File: config.mk
export PLATFORM = sky130hd
export DESIGN_NAME = rle_sprite_span_decoder
export DESIGN_NICKNAME = d
export VERILOG_FILES = /design/src/sv/rsd_pkg.sv /design/src/sv/rsd_front.sv /design/src/sv/rsd_cmd_queue.sv /design/src/sv/rsd_rsp_queue.sv /design/src/sv/rsd_back.sv /design/src/sv/rle_sprite_span_decoder.sv
export SDC_FILE = /design/constraint.sdc
export NUM_CORES = 1
export LEC_CHECK = 0
export ABC_CLOCK_PERIOD_IN_PS = 22300
export BUFFER_PORTS_ARGS = -buffer_cell sky130_fd_sc_hd__buf_2
export CAP_MARGIN = 40
export CORE_UTILIZATION = 60
export CTS_CLUSTER_DIAMETER = 150
export CTS_CLUSTER_SIZE = 14
export DETAILED_ROUTE_END_ITERATION = 10
export PLACE_DENSITY = 0.87
export SETUP_SLACK_MARGIN = 0.02
export SYNTH_ARGS = -nofsm -noshare
export SYNTH_HDL_FRONTEND = slang
export SYNTH_SLANG_ARGS = --single-unit
File: constraint.sdc
create_clock -name clock -period 22.3 [get_ports clock]
set_clock_uncertainty 0.1 [all_clocks]
set_input_delay 2.23 -clock clock [delete_from_list [all_inputs] [get_ports clock]]
set_output_delay 2.23 -clock clock [all_outputs]
set_load 0.02 [all_outputs]
File: src/sv/rsd_pkg.sv
// Shared types, constants and helper functions for the run-length sprite span decoder.
// No dependencies; every other file of the block imports this package.

package rsd_pkg;

   // Largest sprite supported; the position counters are sized from these.
   localparam int MAX_WIDTH  = 1024;
   localparam int MAX_HEIGHT = 1024;

   localparam int COL_W = $clog2(MAX_WIDTH);
   localparam int ROW_W = $clog2(MAX_HEIGHT);
   localparam int WID_W = COL_W + 1;
   localparam int HGT_W = ROW_W + 1;

   // Width of the comparison between a decoded count and the pixels left in the row.
   localparam int CMP_W = (WID_W > 8) ? WID_W : 8;
   localparam int ADV_W = CMP_W + 1;

   // Depth of both request and result queues (a power of two).
   localparam int QDEPTH  = 2;
   localparam int QPTR_W  = $clog2(QDEPTH);
   localparam int QFILL_W = $clog2(QDEPTH + 1);

   // Configuration port.
   localparam int CSR_W     = 11;
   localparam int CSR_IDX_W = 2;
   localparam logic [CSR_IDX_W-1:0] CSR_CODE_LAYOUT   = 2'd0;
   localparam logic [CSR_IDX_W-1:0] CSR_SPRITE_WIDTH  = 2'd1;
   localparam logic [CSR_IDX_W-1:0] CSR_SPRITE_HEIGHT = 2'd2;

   // Code layouts; the reserved code decodes as layout A.
   localparam logic [1:0] LAYOUT_A        = 2'd0;
   localparam logic [1:0] LAYOUT_B        = 2'd1;
   localparam logic [1:0] LAYOUT_C        = 2'd2;
   localparam logic [1:0] LAYOUT_RESERVED = 2'd3;

   // Span kinds on the result channel.
   localparam logic [1:0] KIND_HEADER  = 2'd0;
   localparam logic [1:0] KIND_SKIP    = 2'd1;
   localparam logic [1:0] KIND_RUN     = 2'd2;
   localparam logic [1:0] KIND_LITERAL = 2'd3;

   typedef enum logic [2:0] {
      CL_SKIP,
      CL_LIT,
      CL_RUN,
      CL_SKIPROW,
      CL_LITROW
   } code_class_type;

   typedef enum logic [2:0] {
      PH_IDLE,
      PH_CODE,
      PH_LIT,
      PH_LITROW,
      PH_RUNVAL,
      PH_DONE
   } phase_type;

   typedef struct packed {
      logic [7:0] code_byte;
      logic       start_sprite;
   } req_type;

   typedef struct packed {
      logic [1:0]  span_kind;
      logic [9:0]  span_column;
      logic [9:0]  span_row;
      logic [10:0] span_count;
      logic [7:0]  add_value;
      logic        row_done;
      logic        sprite_done;
      logic        overrun;
   } rsp_type;

   // A request after classification, as passed from the front to the back.
   typedef struct packed {
      logic [7:0]     code_byte;
      logic           start_sprite;
      code_class_type code_class;
      logic [7:0]     run_count;
   } cmd_type;

   // Width and height limited to the supported range; zero acts as one.
   function automatic logic [WID_W-1:0] clamp_width(input logic [CSR_W-1:0] v);
      logic [WID_W-1:0] r;
      if (v == '0) begin
         r = WID_W'(1);
      end else if (int'(v) > MAX_WIDTH) begin
         r = WID_W'(MAX_WIDTH);
      end else begin
         r = WID_W'(v);
      end
      return r;
   endfunction

   function automatic logic [HGT_W-1:0] clamp_height(input logic [CSR_W-1:0] v);
      logic [HGT_W-1:0] r;
      if (v == '0) begin
         r = HGT_W'(1);
      end else if (int'(v) > MAX_HEIGHT) begin
         r = HGT_W'(MAX_HEIGHT);
      end else begin
         r = HGT_W'(v);
      end
      return r;
   endfunction

endpackage

File: src/sv/rsd_front.sv
// Front end: accepts request bytes and classifies each one under the active code layout.
// Depends on rsd_pkg; feeds rsd_cmd_queue.

module rsd_front import rsd_pkg::*; (
   input  logic       clock,
   input  logic       reset,
   input  logic       req_push,
   output logic       req_full,
   input  req_type    req_data,
   input  logic [1:0] csr_layout,
   output logic       cmd_push,
   output cmd_type    cmd_data,
   input  logic       cmd_full
);

   logic [1:0]     layout_ff;
   logic [1:0]     layout_in;
   logic [1:0]     eff_layout;
   logic           accept;
   code_class_type cls;
   logic [7:0]     cnt;
   logic           use_special;
   logic [6:0]     special_n;
   logic [7:0]     b;

   assign req_full = cmd_full;
   assign accept   = req_push & ~cmd_full;
   assign cmd_push = accept;
   assign b        = req_data.code_byte;

   // A sprite start takes the layout from the register; the reserved code acts as layout A.
   always_comb begin
      eff_layout = layout_ff;
      if (req_data.start_sprite) begin
         eff_layout = (csr_layout == LAYOUT_RESERVED) ? LAYOUT_A : csr_layout;
      end
      layout_in = accept ? eff_layout : layout_ff;
   end

   always_ff @(posedge clock) begin
      if (reset) begin
         layout_ff <= LAYOUT_A;
      end else begin
         layout_ff <= layout_in;
      end
   end

   // Classify the byte. The count is only meaningful for skips, literals and runs.
   always_comb begin
      cls         = CL_SKIP;
      cnt         = {2'b00, b[5:0]} + 8'd1;
      use_special = 1'b0;
      special_n   = 7'd0;
      case (eff_layout)
         LAYOUT_B: begin
            if (!b[7]) begin
               use_special = 1'b1;
               special_n   = b[6:0];
            end else if (b[6]) begin
               cls = CL_LIT;
            end else begin
               cls = CL_SKIP;
            end
         end
         LAYOUT_C: begin
            if (!b[7]) begin
               cls = CL_LIT;
               cnt = {1'b0, b[6:0]} + 8'd1;
            end else if (!b[6]) begin
               cls = CL_SKIP;
            end else begin
               use_special = 1'b1;
               special_n   = {1'b0, b[5:0]};
            end
         end
         default: begin
            if (!b[7]) begin
               cls = CL_SKIP;
               cnt = {1'b0, b[6:0]} + 8'd1;
            end else if (!b[6]) begin
               cls = CL_LIT;
            end else begin
               use_special = 1'b1;
               special_n   = {1'b0, b[5:0]};
            end
         end
      endcase
      // Special codes: skip the rest of the row, literal rest of the row, or a run.
      if (use_special) begin
         if (special_n == 7'd0) begin
            cls = CL_SKIPROW;
         end else if (special_n == 7'd1) begin
            cls = CL_LITROW;
         end else begin
            cls = CL_RUN;
            cnt = {1'b0, special_n} + 8'd1;
         end
      end
   end

   always_comb begin
      cmd_data.code_byte    = b;
      cmd_data.start_sprite = req_data.start_sprite;
      cmd_data.code_class   = cls;
      cmd_data.run_count    = cnt;
   end

endmodule

File: src/sv/rsd_cmd_queue.sv
// Short queue of classified requests between the front and the back.
// Depends on rsd_pkg.

module rsd_cmd_queue import rsd_pkg::*; (
   input  logic    clock,
   input  logic    reset,
   input  logic    push,
   input  cmd_type push_data,
   output logic    full,
   input  logic    pop,
   output cmd_type pop_data,
   output logic    empty
);

   cmd_type              slot_ff [QDEPTH];
   logic [QPTR_W-1:0]    wr_ptr_ff;
   logic [QPTR_W-1:0]    wr_ptr_in;
   logic [QPTR_W-1:0]    rd_ptr_ff;
   logic [QPTR_W-1:0]    rd_ptr_in;
   logic [QFILL_W-1:0]   fill_ff;
   logic [QFILL_W-1:0]   fill_in;
   logic                 do_push;
   logic                 do_pop;

   assign full     = (fill_ff == QFILL_W'(QDEPTH));
   assign empty    = (fill_ff == '0);
   assign do_push  = push & ~full;
   assign do_pop   = pop & ~empty;
   assign pop_data = slot_ff[rd_ptr_ff];

   // Pointer and fill level update.
   always_comb begin
      wr_ptr_in = do_push ? wr_ptr_ff + QPTR_W'(1) : wr_ptr_ff;
      rd_ptr_in = do_pop ? rd_ptr_ff + QPTR_W'(1) : rd_ptr_ff;
      fill_in   = fill_ff;
      if (do_push && !do_pop) begin
         fill_in = fill_ff + QFILL_W'(1);
      end else if (do_pop && !do_push) begin
         fill_in = fill_ff - QFILL_W'(1);
      end
   end

   always_ff @(posedge clock) begin
      if (reset) begin
         wr_ptr_ff <= '0;
         rd_ptr_ff <= '0;
         fill_ff   <= '0;
      end else begin
         wr_ptr_ff <= wr_ptr_in;
         rd_ptr_ff <= rd_ptr_in;
         fill_ff   <= fill_in;
      end
   end

   // Storage needs no reset.
   always_ff @(posedge clock) begin
      if (do_push) begin
         slot_ff[wr_ptr_ff] <= push_data;
      end
   end

endmodule

File: src/sv/rsd_rsp_queue.sv
// Result queue: holds finished span commands until the consumer pops them.
// Depends on rsd_pkg.

module rsd_rsp_queue import rsd_pkg::*; (
   input  logic    clock,
   input  logic    reset,
   input  logic    push,
   input  rsp_type push_data,
   output logic    full,
   input  logic    pop,
   output rsp_type pop_data,
   output logic    empty
);

   rsp_type              slot_ff [QDEPTH];
   logic [QPTR_W-1:0]    wr_ptr_ff;
   logic [QPTR_W-1:0]    wr_ptr_in;
   logic [QPTR_W-1:0]    rd_ptr_ff;
   logic [QPTR_W-1:0]    rd_ptr_in;
   logic [QFILL_W-1:0]   fill_ff;
   logic [QFILL_W-1:0]   fill_in;
   logic                 do_push;
   logic                 do_pop;

   assign full     = (fill_ff == QFILL_W'(QDEPTH));
   assign empty    = (fill_ff == '0);
   assign do_push  = push & ~full;
   assign do_pop   = pop & ~empty;
   assign pop_data = slot_ff[rd_ptr_ff];

   // Pointer and fill level update.
   always_comb begin
      wr_ptr_in = do_push ? wr_ptr_ff + QPTR_W'(1) : wr_ptr_ff;
      rd_ptr_in = do_pop ? rd_ptr_ff + QPTR_W'(1) : rd_ptr_ff;
      fill_in   = fill_ff;
      if (do_push && !do_pop) begin
         fill_in = fill_ff + QFILL_W'(1);
      end else if (do_pop && !do_push) begin
         fill_in = fill_ff - QFILL_W'(1);
      end
   end

   always_ff @(posedge clock) begin
      if (reset) begin
         wr_ptr_ff <= '0;
         rd_ptr_ff <= '0;
         fill_ff   <= '0;
      end else begin
         wr_ptr_ff <= wr_ptr_in;
         rd_ptr_ff <= rd_ptr_in;
         fill_ff   <= fill_in;
      end
   end

   // Storage needs no reset.
   always_ff @(posedge clock) begin
      if (do_push) begin
         slot_ff[wr_ptr_ff] <= push_data;
      end
   end

endmodule

File: src/sv/rsd_back.sv
// Back end: tracks decode phase, column and row, and turns each classified request into a span.
// Depends on rsd_pkg; reads rsd_cmd_queue and writes rsd_rsp_queue.

module rsd_back import rsd_pkg::*; (
   input  logic             clock,
   input  logic             reset,
   input  logic             cmd_valid,
   input  cmd_type          cmd_data,
   output logic             cmd_pop,
   input  logic [CSR_W-1:0] csr_width,
   input  logic [CSR_W-1:0] csr_height,
   output logic             rsp_push,
   output rsp_type          rsp_data,
   input  logic             rsp_full
);

   phase_type        phase_ff;
   phase_type        phase_in;
   logic [7:0]       pend_ff;
   logic [7:0]       pend_in;
   logic [COL_W-1:0] col_ff;
   logic [COL_W-1:0] col_in;
   logic [ROW_W-1:0] row_ff;
   logic [ROW_W-1:0] row_in;
   logic [WID_W-1:0] width_ff;
   logic [WID_W-1:0] width_in;
   logic [HGT_W-1:0] height_ff;
   logic [HGT_W-1:0] height_in;

   logic             fire;
   phase_type        eff_phase;
   logic [7:0]       eff_pend;
   logic [COL_W-1:0] eff_col;
   logic [ROW_W-1:0] eff_row;
   logic [WID_W-1:0] eff_width;
   logic [HGT_W-1:0] eff_height;
   logic [WID_W-1:0] rem;
   logic [CMP_W-1:0] rem_ext;
   logic [CMP_W-1:0] cnt_ext;
   logic             too_long;
   logic [CMP_W-1:0] fit_cnt;
   logic [CMP_W-1:0] adv_cnt;
   logic [ADV_W-1:0] new_col;
   logic             row_end;
   logic             last_row;
   logic [7:0]       pend_next;
   logic             outside;

   assign fire     = cmd_valid & ~rsp_full;
   assign cmd_pop  = fire;
   assign rsp_push = fire;

   // A sprite start resets the position and takes the size from the registers.
   always_comb begin
      eff_phase  = phase_ff;
      eff_pend   = pend_ff;
      eff_col    = col_ff;
      eff_row    = row_ff;
      eff_width  = width_ff;
      eff_height = height_ff;
      if (cmd_data.start_sprite) begin
         eff_phase  = PH_CODE;
         eff_pend   = 8'd0;
         eff_col    = '0;
         eff_row    = '0;
         eff_width  = clamp_width(csr_width);
         eff_height = clamp_height(csr_height);
      end
   end

   // Pixels left in the row, and the decoded count limited to them.
   always_comb begin
      rem      = eff_width - WID_W'(eff_col);
      rem_ext  = CMP_W'(rem);
      cnt_ext  = CMP_W'(cmd_data.run_count);
      too_long = (cnt_ext > rem_ext);
      fit_cnt  = too_long ? rem_ext : cnt_ext;
   end

   // How far this request moves the column, the span it shows and the count left pending.
   always_comb begin
      adv_cnt             = '0;
      pend_next           = eff_pend;
      outside             = 1'b0;
      rsp_data.span_kind  = KIND_HEADER;
      rsp_data.span_count = '0;
      rsp_data.add_value  = 8'd0;
      rsp_data.overrun    = 1'b0;
      case (eff_phase)
         PH_CODE: begin
            case (cmd_data.code_class)
               CL_SKIPROW: begin
                  rsp_data.span_kind  = KIND_SKIP;
                  rsp_data.span_count = 11'(rem);
                  adv_cnt             = rem_ext;
               end
               CL_SKIP: begin
                  rsp_data.span_kind  = KIND_SKIP;
                  rsp_data.span_count = 11'(fit_cnt);
                  rsp_data.overrun    = too_long;
                  adv_cnt             = fit_cnt;
               end
               CL_LIT, CL_RUN: begin
                  rsp_data.overrun = too_long;
                  pend_next        = 8'(fit_cnt);
               end
               default: begin
                  rsp_data.span_kind = KIND_HEADER;
               end
            endcase
         end
         PH_LIT: begin
            rsp_data.span_kind  = KIND_LITERAL;
            rsp_data.span_count = 11'd1;
            rsp_data.add_value  = cmd_data.code_byte;
            pend_next           = eff_pend - 8'd1;
            adv_cnt             = CMP_W'(1);
         end
         PH_LITROW: begin
            rsp_data.span_kind  = KIND_LITERAL;
            rsp_data.span_count = 11'd1;
            rsp_data.add_value  = cmd_data.code_byte;
            adv_cnt             = CMP_W'(1);
         end
         PH_RUNVAL: begin
            rsp_data.span_kind  = KIND_RUN;
            rsp_data.span_count = 11'(eff_pend);
            rsp_data.add_value  = cmd_data.code_byte;
            pend_next           = 8'd0;
            adv_cnt             = CMP_W'(eff_pend);
         end
         default: begin
            // Byte outside a sprite: an empty header with the overrun flag.
            outside          = 1'b1;
            rsp_data.overrun = 1'b1;
         end
      endcase
      // Row and sprite end detection.
      new_col  = ADV_W'(eff_col) + ADV_W'(adv_cnt);
      row_end  = (new_col >= ADV_W'(eff_width));
      last_row = ((HGT_W'(eff_row) + HGT_W'(1)) >= eff_height);
      rsp_data.span_column = outside ? 10'd0 : 10'(eff_col);
      rsp_data.span_row    = outside ? 10'd0 : 10'(eff_row);
      rsp_data.row_done    = row_end;
      rsp_data.sprite_done = row_end & last_row;
   end

   // Next decode phase.
   always_comb begin
      phase_in = phase_ff;
      if (fire) begin
         case (eff_phase)
            PH_CODE: begin
               case (cmd_data.code_class)
                  CL_LITROW: phase_in = PH_LITROW;
                  CL_LIT:    phase_in = PH_LIT;
                  CL_RUN:    phase_in = PH_RUNVAL;
                  default:   phase_in = PH_CODE;
               endcase
            end
            PH_LIT:    phase_in = (pend_next == 8'd0) ? PH_CODE : PH_LIT;
            PH_LITROW: phase_in = PH_LITROW;
            PH_RUNVAL: phase_in = PH_CODE;
            default:   phase_in = eff_phase;
         endcase
         if (row_end) begin
            phase_in = last_row ? PH_DONE : PH_CODE;
         end
      end
   end

   // Position, pending count and latched size.
   always_comb begin
      col_in    = col_ff;
      row_in    = row_ff;
      pend_in   = pend_ff;
      width_in  = width_ff;
      height_in = height_ff;
      if (fire) begin
         col_in    = row_end ? '0 : COL_W'(new_col);
         row_in    = row_end ? eff_row + ROW_W'(1) : eff_row;
         pend_in   = pend_next;
         width_in  = eff_width;
         height_in = eff_height;
      end
   end

   always_ff @(posedge clock) begin
      if (reset) begin
         phase_ff  <= PH_IDLE;
         pend_ff   <= 8'd0;
         col_ff    <= '0;
         row_ff    <= '0;
         width_ff  <= WID_W'(1);
         height_ff <= HGT_W'(1);
      end else begin
         phase_ff  <= phase_in;
         pend_ff   <= pend_in;
         col_ff    <= col_in;
         row_ff    <= row_in;
         width_ff  <= width_in;
         height_ff <= height_in;
      end
   end

endmodule

File: src/sv/rle_sprite_span_decoder.sv
// A request is held in the command queue and then in the result queue before its span
// is visible on the result port.
// Throughput: one request per cycle unless the result queue fills and stalls the back end.
// The two-entry queues between front, back and the result port let either side stall alone.
// Reset (synchronous, active high) empties both queues, sets the decoder idle at row 0,
// column 0, and returns the registers to layout A, width 1 and height 1.
// Top level of the run-length sprite span decoder; depends on rsd_pkg and all rsd_ modules.

module rle_sprite_span_decoder import rsd_pkg::*; (
   input  logic                 clock,
   input  logic                 reset,
   input  logic                 req_push,
   output logic                 req_full,
   input  req_type              req_data,
   output logic                 rsp_empty,
   input  logic                 rsp_pop,
   output rsp_type              rsp_data,
   input  logic                 csr_wr_en,
   input  logic [CSR_IDX_W-1:0] csr_index,
   input  logic [CSR_W-1:0]     csr_wdata
);

   logic [1:0]       layout_ff;
   logic [1:0]       layout_in;
   logic [CSR_W-1:0] width_ff;
   logic [CSR_W-1:0] width_in;
   logic [CSR_W-1:0] height_ff;
   logic [CSR_W-1:0] height_in;

   logic    cmd_push;
   logic    cmd_full;
   cmd_type cmd_in_data;
   logic    cmd_pop;
   logic    cmd_empty;
   cmd_type cmd_out_data;
   logic    rsp_push;
   logic    rsp_full;
   rsp_type rsp_in_data;

   // Configuration registers; writes to an unused index are dropped.
   always_comb begin
      layout_in = layout_ff;
      width_in  = width_ff;
      height_in = height_ff;
      if (csr_wr_en) begin
         case (csr_index)
            CSR_CODE_LAYOUT:   layout_in = csr_wdata[1:0];
            CSR_SPRITE_WIDTH:  width_in  = csr_wdata;
            CSR_SPRITE_HEIGHT: height_in = csr_wdata;
            default:           layout_in = layout_ff;
         endcase
      end
   end

   always_ff @(posedge clock) begin
      if (reset) begin
         layout_ff <= LAYOUT_A;
         width_ff  <= CSR_W'(1);
         height_ff <= CSR_W'(1);
      end else begin
         layout_ff <= layout_in;
         width_ff  <= width_in;
         height_ff <= height_in;
      end
   end

   // Front end: accept and classify.
   rsd_front u_front (
      .clock      (clock),
      .reset      (reset),
      .req_push   (req_push),
      .req_full   (req_full),
      .req_data   (req_data),
      .csr_layout (layout_ff),
      .cmd_push   (cmd_push),
      .cmd_data   (cmd_in_data),
      .cmd_full   (cmd_full)
   );

   // Queue between the two halves.
   rsd_cmd_queue u_cmd_queue (
      .clock     (clock),
      .reset     (reset),
      .push      (cmd_push),
      .push_data (cmd_in_data),
      .full      (cmd_full),
      .pop       (cmd_pop),
      .pop_data  (cmd_out_data),
      .empty     (cmd_empty)
   );

   // Back end: decode state and span generation.
   rsd_back u_back (
      .clock      (clock),
      .reset      (reset),
      .cmd_valid  (~cmd_empty),
      .cmd_data   (cmd_out_data),
      .cmd_pop    (cmd_pop),
      .csr_width  (width_ff),
      .csr_height (height_ff),
      .rsp_push   (rsp_push),
      .rsp_data   (rsp_in_data),
      .rsp_full   (rsp_full)
   );

   // Result queue facing the consumer.
   rsd_rsp_queue u_rsp_queue (
      .clock     (clock),
      .reset     (reset),
      .push      (rsp_push),
      .push_data (rsp_in_data),
      .full      (rsp_full),
      .pop       (rsp_pop),
      .pop_data  (rsp_data),
      .empty     (rsp_empty)
   );

endmodule

==> reports/results.txt, run 1 <==
largest net degree at the start of global routing = 74
post-route setup TNS = 0 ns
Worst path depth = 40
delay-heaviest family, CP = compound AO/OA/AOI/OAI gates
Area after DPL = 0.01238 mm2
Synth Register Bits = 217
RSZ-0062 raised after global routing = false
total routed wirelength = 26540 um
CTS H-tree depth = 1
FF-to-FF End = u_back.row_ff[6]$_SDFFE_PP0P_
commonest non-fill, non-tap cell in the layout = edfxtp_1
vias in the first global route = 8304
most frequent cells in the layout = 128 x edfxtp_1, 127 x nor2_1, 94 x nand2_1
post-placement setup slack = 12.89 ns
initial drt markers = 789
Final ANT Viol Nets = 0
switch share = 40.59%
Final Max Tran Viols = 0
Critical Path Max Stage Delay = 0.73 ns
global-route wire length before repair = 42180 um
CTS Buffer Depth = 3
Post-layout nets = 1282
I/O Buffers = 72
buffers and inverters on the worst path = 4
total die area = 0.02013 mm2
DR pass1 iterations = 5
Inserted Clock Buffers = 19
DPL Wire Length = 19000 um
R2R setup slack = 12.56 ns
Peak VDD IR = 70.90 uV
Leakage Power = 5.172 nW
Combinational Power Share = 46.7%
proportion of layout cells with a drive suffix above 1 = 14.94%
Initial Utilization = 61.92%
final std cells w/o fill = 1465
Worst Hold Class = reg -> reg
final core occ = 68.06%
FMAX = 0.1027 GHz
Die Ht = 141.9 um
Clk pwr share = 18.0%
FF-to-FF path depth = 40
crit path launch type = flop
Worst Hold Margin = 0.3575 ns
number of I/O pins = 73
mapped cell area = 0.01174 mm2
number of placement rows = 50
asr flop ratio synth = 0%
CP max stage cell = a2111oi_0
syn_nets = 1227
total grt overflow = 0
post-CTS resize count = 0
TritonCTS Sinks = 217
Seq pwr share = 35.3%
Pint = 0.9776 mW
Final Instance Area = 0.01290 mm2
Max-cap violations = 0
critical path's most frequent cell = a21oi_1
outcome = complete, no violations
Tmin final = 9.738 ns
Max-slew headroom = 39.72%
clock slew at reported path FFs = 0.07 ns
DRC = 0
CTS Hold Bufs = 0
WP data required = 22.62 ns
Tot GR Track Use = 26.58%
vias after detailed routing = 8904
WP data arrival = 10.05 ns
Cells after Synth = 1141
root cell of the clock tree = clkbuf_16
synth-to-layout area growth = 9.913%
Inserted Diodes = 0
Fin. Hold Viols = 0
Synth cell types = 79
initial antenna violation count = 0
WL/cell = 18.11 um
final setup fails = 0
EDFF count, synth = 128
post-synthesis sequential area ratio = 47.93%
placer congestion estimate = 0.9683
total power = 1.646 mW
Syn Area/Cell = 10.29 um2
worst-path fanout max = 73
top_reg_cell synth = edfxtp_1
Final period util = 43.67%
crit end category = flop
worst-skew pair later-pin latency = 0.49 ns
worst setup margin = 12.56 ns
Yosys warning total = 0
power per cell area = 127.5 mW/mm2
Die X = 141.9 um
Worst Tran Pin Value = 0.8973 ns
Crit Path Category = reg -> reg
core area = 0.01896 mm2
Critical Path End = u_back.row_ff[6]$_SDFFE_PP0P_
filler cell count in the final layout = 1389
post-CTS setup buffer count = 0
Net Sw Power = 0.6680 mW
vias per cell = 6.078
dpl cells = 1435
TritonCTS clock tree = built
cell families after synthesis:
family / share of synthesized area (%)
AND/OR/NAND/NOR: 15.31
AO/OA/AOI/OAI: 13.14
flip-flops: 47.93
buffers and inverters: 3.880
multiplexers: 9.775
adder cells (fa/ha/maj): 6.502
XOR/XNOR: 3.465
power by group through the flow:
stage | Sequential, mW | Clock, mW | Combinational (mW)
CTS | 0.581 | 0.300 | 0.761
floorplan | 0.570 | 0 | 0.583
global route | 0.590 | 0.315 | 0.828
global placement | 0.588 | 0 | 0.721
finish | 0.581 | 0.296 | 0.768
detailed placement | 0.589 | 0 | 0.755
cell type report:
type	count	area (um2)	share of cell area [%]
Inverter	60	225.2	1.746
Multi-Input combinational cell	812	5672	43.96
Tap cell	260	325.3	2.522
Sequential cell	217	5627	43.61
Timing Repair Buffer	86	530.5	4.112
Clock inverter	1	8.758	0.06789
Clock buffer	29	513.0	3.976
synth_stat cells (3+ instances only):
cell type | number | area share [%]
inv_1 | 60 | 1.9
buf_6 | 4 | 0.38
nand3_1 | 35 | 1.5
nand3b_1 | 10 | 0.64
nand4b_1 | 4 | 0.30
o211ai_1 | 4 | 0.26
a22oi_1 | 18 | 1.2
o21a_1 | 14 | 0.90
a21o_1 | 12 | 0.77
and3_1 | 14 | 0.75
nor3_1 | 14 | 0.60
nor4_1 | 8 | 0.43
and2_1 | 9 | 0.48
a31oi_1 | 3 | 0.16
a21oi_1 | 74 | 3.2
o31ai_1 | 3 | 0.19
xnor2_1 | 27 | 2.0
mux2_2 | 49 | 4.7
a211oi_1 | 15 | 0.96
edfxtp_1 | 128 | 33
nor2_1 | 128 | 4.1
nand2b_1 | 20 | 1.1
nand4_1 | 6 | 0.32
buf_1 | 9 | 0.29
o21bai_1 | 5 | 0.32
clkbuf_1 | 37 | 1.2
o41ai_2 | 3 | 0.42
nor2b_1 | 12 | 0.64
nor3b_1 | 10 | 0.64
ha_1 | 57 | 6.1
mux2i_1 | 52 | 4.4
xor2_1 | 15 | 1.1
or3_1 | 5 | 0.27
nand2_1 | 94 | 3.0
o21ai_0 | 37 | 1.6
dfxtp_1 | 89 | 15
o22ai_1 | 8 | 0.43
how the worst min path moves through the flow:
stage	startpoint	end	slack (ns)	depth (start not counted)
2_1_floorplan	u_front.layout_ff[0]$_SDFFE_PP0P_	u_front.layout_ff[0]$_SDFFE_PP0P_	0.33	2
3_3_place_gp	u_back.col_ff[2]$_SDFFE_PP0P_	u_back.col_ff[2]$_SDFFE_PP0P_	0.34	2
3_5_place_dp	u_back.col_ff[7]$_SDFFE_PP0P_	u_back.col_ff[7]$_SDFFE_PP0P_	0.35	2
4_1_cts	u_back.col_ff[7]$_SDFFE_PP0P_	u_back.col_ff[7]$_SDFFE_PP0P_	0.36	2
5_1_grt	u_back.col_ff[9]$_SDFFE_PP0P_	u_back.col_ff[9]$_SDFFE_PP0P_	0.37	2
6_report	u_back.col_ff[7]$_SDFFE_PP0P_	u_back.col_ff[7]$_SDFFE_PP0P_	0.36	2
state kept, by name, summed over array words and instances, names as in the netlist, named ones only:
name	count
u_rsp_queue.slot_ff	88
u_back.row_ff	10
u_cmd_queue.slot_ff	40
u_back.height_ff	11
height_ff	11
u_rsp_queue.fill_ff	2
u_front.layout_ff	2
u_rsp_queue.rd_ptr_ff	1
u_back.phase_ff	3
u_back.col_ff	10
width_ff	11
u_back.pend_ff	8
layout_ff	2
u_cmd_queue.rd_ptr_ff	1
u_cmd_queue.wr_ptr_ff	1
u_cmd_queue.fill_ff	2
u_back.width_ff	11
u_rsp_queue.wr_ptr_ff	1
worst register-to-register path: cells and delay by family, from the launching register on:
| kind | cells | cell delay [ns] |
|---|---|---|
| AO/OA/AOI/OAI | 23 | 4.97 |
| adder cells (fa/ha/maj) | 4 | 1.53 |
| buffers and inverters | 4 | 1.29 |
| AND/OR/NAND/NOR | 6 | 0.71 |
| XOR/XNOR | 2 | 0.47 |
| flip-flops | 1 | 0.32 |
| multiplexers | 1 | 0.30 |
metal layers:
| layer | track usage, % | share of wire [%] |
|---|---|---|
| met2 | 43.87 | 47 |
| met1 | 36.00 | 43 |
| met4 | 8.376 | 2.8 |
| met5 | 0 | 0 |
| met3 | 4.151 | 7.5 |
(Power assumes the default switching activity.)
==> run 2, diff against run 1 <==
- ABC_CLOCK_PERIOD_IN_PS: 22300 -> 9300
- clock period: 22.3 -> 9.3 ns (I/O delays scaled with it)
==> reports/results.txt, run 2 (same netlist as run 1, synthesis figures left out) <==
outcome = complete, no violations
filler cell count in the final layout = 1416
Critical Path Max Stage Delay = 0.48 ns
post-CTS resize count = 0
Regs by FF count = u_rsp_queue.slot_ff (88), u_cmd_queue.slot_ff (40)
power per cell area = 305.8 mW/mm2
Tmin final = 8.698 ns
post-CTS setup buffer count = 0
FMAX = 0.1150 GHz
clock slew at reported path FFs = 0.06 ns
worst-path fanout max = 23
proportion of layout cells with a drive suffix above 1 = 15.29%
DPL Wire Length = 18790 um
WP data required = 9.60 ns
crit end category = flop
Worst Hold Class = reg -> reg
Die X = 141.9 um
number of placement rows = 50
placer congestion estimate = 0.9785
Fin. Hold Viols = 0
I/O Buffers = 72
vias per cell = 5.997
vias in the first global route = 8140
global-route wire length before repair = 41570 um
CTS Hold Bufs = 0
Post-layout nets = 1287
final core occ = 68.26%
DRC = 0
max FFs per register = 88
vias after detailed routing = 8816
Max-slew headroom = 39.70%
Inserted Diodes = 0
Peak VDD IR = 172.8 uV
total routed wirelength = 26240 um
Initial Utilization = 61.92%
dpl cells = 1439
RSZ-0062 raised after global routing = false
CTS H-tree depth = 1
Final Max Tran Viols = 0
Inserted Clock Buffers = 19
total grt overflow = 0
number of I/O pins = 73
TritonCTS clock tree = built
Final period util = 93.52%
DR pass1 iterations = 5
commonest non-fill, non-tap cell in the layout = edfxtp_1
initial drt markers = 695
initial antenna violation count = 0
critical path's most frequent cell = a21oi_1
synth-to-layout area growth = 10.24%
Max-cap violations = 0
Crit Path Category = reg -> reg
Final ANT Viol Nets = 0
WP data arrival = 9.00 ns
Tot GR Track Use = 26.25%
worst-skew pair later-pin latency = 0.49 ns
post-route setup TNS = 0 ns
root cell of the clock tree = clkbuf_16
final std cells w/o fill = 1470
largest net degree at the start of global routing = 54
CTS Buffer Depth = 3
CP max stage cell = a2111oi_1
core area = 0.01896 mm2
Worst Tran Pin Value = 0.8981 ns
Leakage Power = 5.195 nW
WL/cell = 17.85 um
TritonCTS Sinks = 217
Die Ht = 141.9 um
largest register by flop count = u_rsp_queue.slot_ff
total die area = 0.02013 mm2
crit path launch type = flop
most frequent cells in the layout = 128 x edfxtp_1, 127 x nor2_1, 94 x nand2_1
final setup fails = 0
## run 2: changes by cell type in the layout (fill, tap and decap cells not counted)
cell | before | now
buf_4 | 10 | 15
a2111oi_0 | 1 | 0
a2111oi_1 | 0 | 1
a21oi_2 | 1 | 0
a21oi_4 | 1 | 2
buf_12 | 2 | 3
buf_16 | 2 | 1
## run 2: area by class of cell
type | instances | area (um2) | area share, %
inverter | 60 | 225.2 | 1.740
timing repair buffer | 91 | 560.5 | 4.332
tap | 260 | 325.3 | 2.514
sequential | 217 | 5627 | 43.48
multi-input combinational | 812 | 5680 | 43.90
clock inverter | 1 | 8.758 | 0.06769
clock buffer | 29 | 513.0 | 3.964
## run 2: metrics by stage
stage	hold WS, ns	worst slack (ns)	power [mW]	area (um2)
after floorplan	0.3318	0.9779	2.765	11740
after global placement	0.3395	0.7883	3.154	12310
after detailed placement	0.3457	0.6313	3.222	12400
after CTS	0.3548	0.5516	3.942	12920
after global routing	0.3821	0.07533	4.168	12940
final	0.3548	0.6025	3.958	12940
## run 2: path summary, 6_finish.rpt
path | startpoint | to | slack [ns] | cells after the start
max | flop | u_back.phase_ff[1]$_SDFFE_PP0P_ | 0.60 | 40
max reg2reg | flop | u_back.phase_ff[1]$_SDFFE_PP0P_ | 0.60 | 40
min reg2reg | u_back.col_ff[3]$_SDFFE_PP0P_ | u_back.col_ff[3]$_SDFFE_PP0P_ | 0.35 | 2
min | u_back.col_ff[3]$_SDFFE_PP0P_ | u_back.col_ff[3]$_SDFFE_PP0P_ | 0.35 | 2
## run 2: worst max-delay path, delay by kind of cell (launching register included)
| family | cells | cell delay (ns) |
|---|---|---|
| buffers and inverters | 3 | 0.70 |
| and+or+nand+nor | 5 | 0.46 |
| xor gates and xnor gates | 2 | 0.45 |
| DFF | 1 | 0.39 |
| adders and majority gates | 5 | 1.51 |
| AOI/OAI and AO/OA | 23 | 4.29 |
| muxes | 2 | 0.72 |
## run 2: metal layers
| metal | GRT usage [%] | wire length, um | vias up |
|---|---|---|---|
| met3 | 2.936 | 1608 | 42 |
| li1 | - | - | 4244 |
| met2 | 42.70 | 12340 | 319 |
| met5 | 0 | 0 | - |
| met1 | 37.27 | 11720 | 4211 |
| met4 | 7.187 | 575 | 0 |
## run 2: where the power goes
| part | internal [mW] | switching [mW] |
|---|---|---|
| logic | 0.692 | 1.17 |
| registers | 1.29 | 0.0987 |
| clock network | 0.380 | 0.331 |
| total | 2.36 | 1.60 |
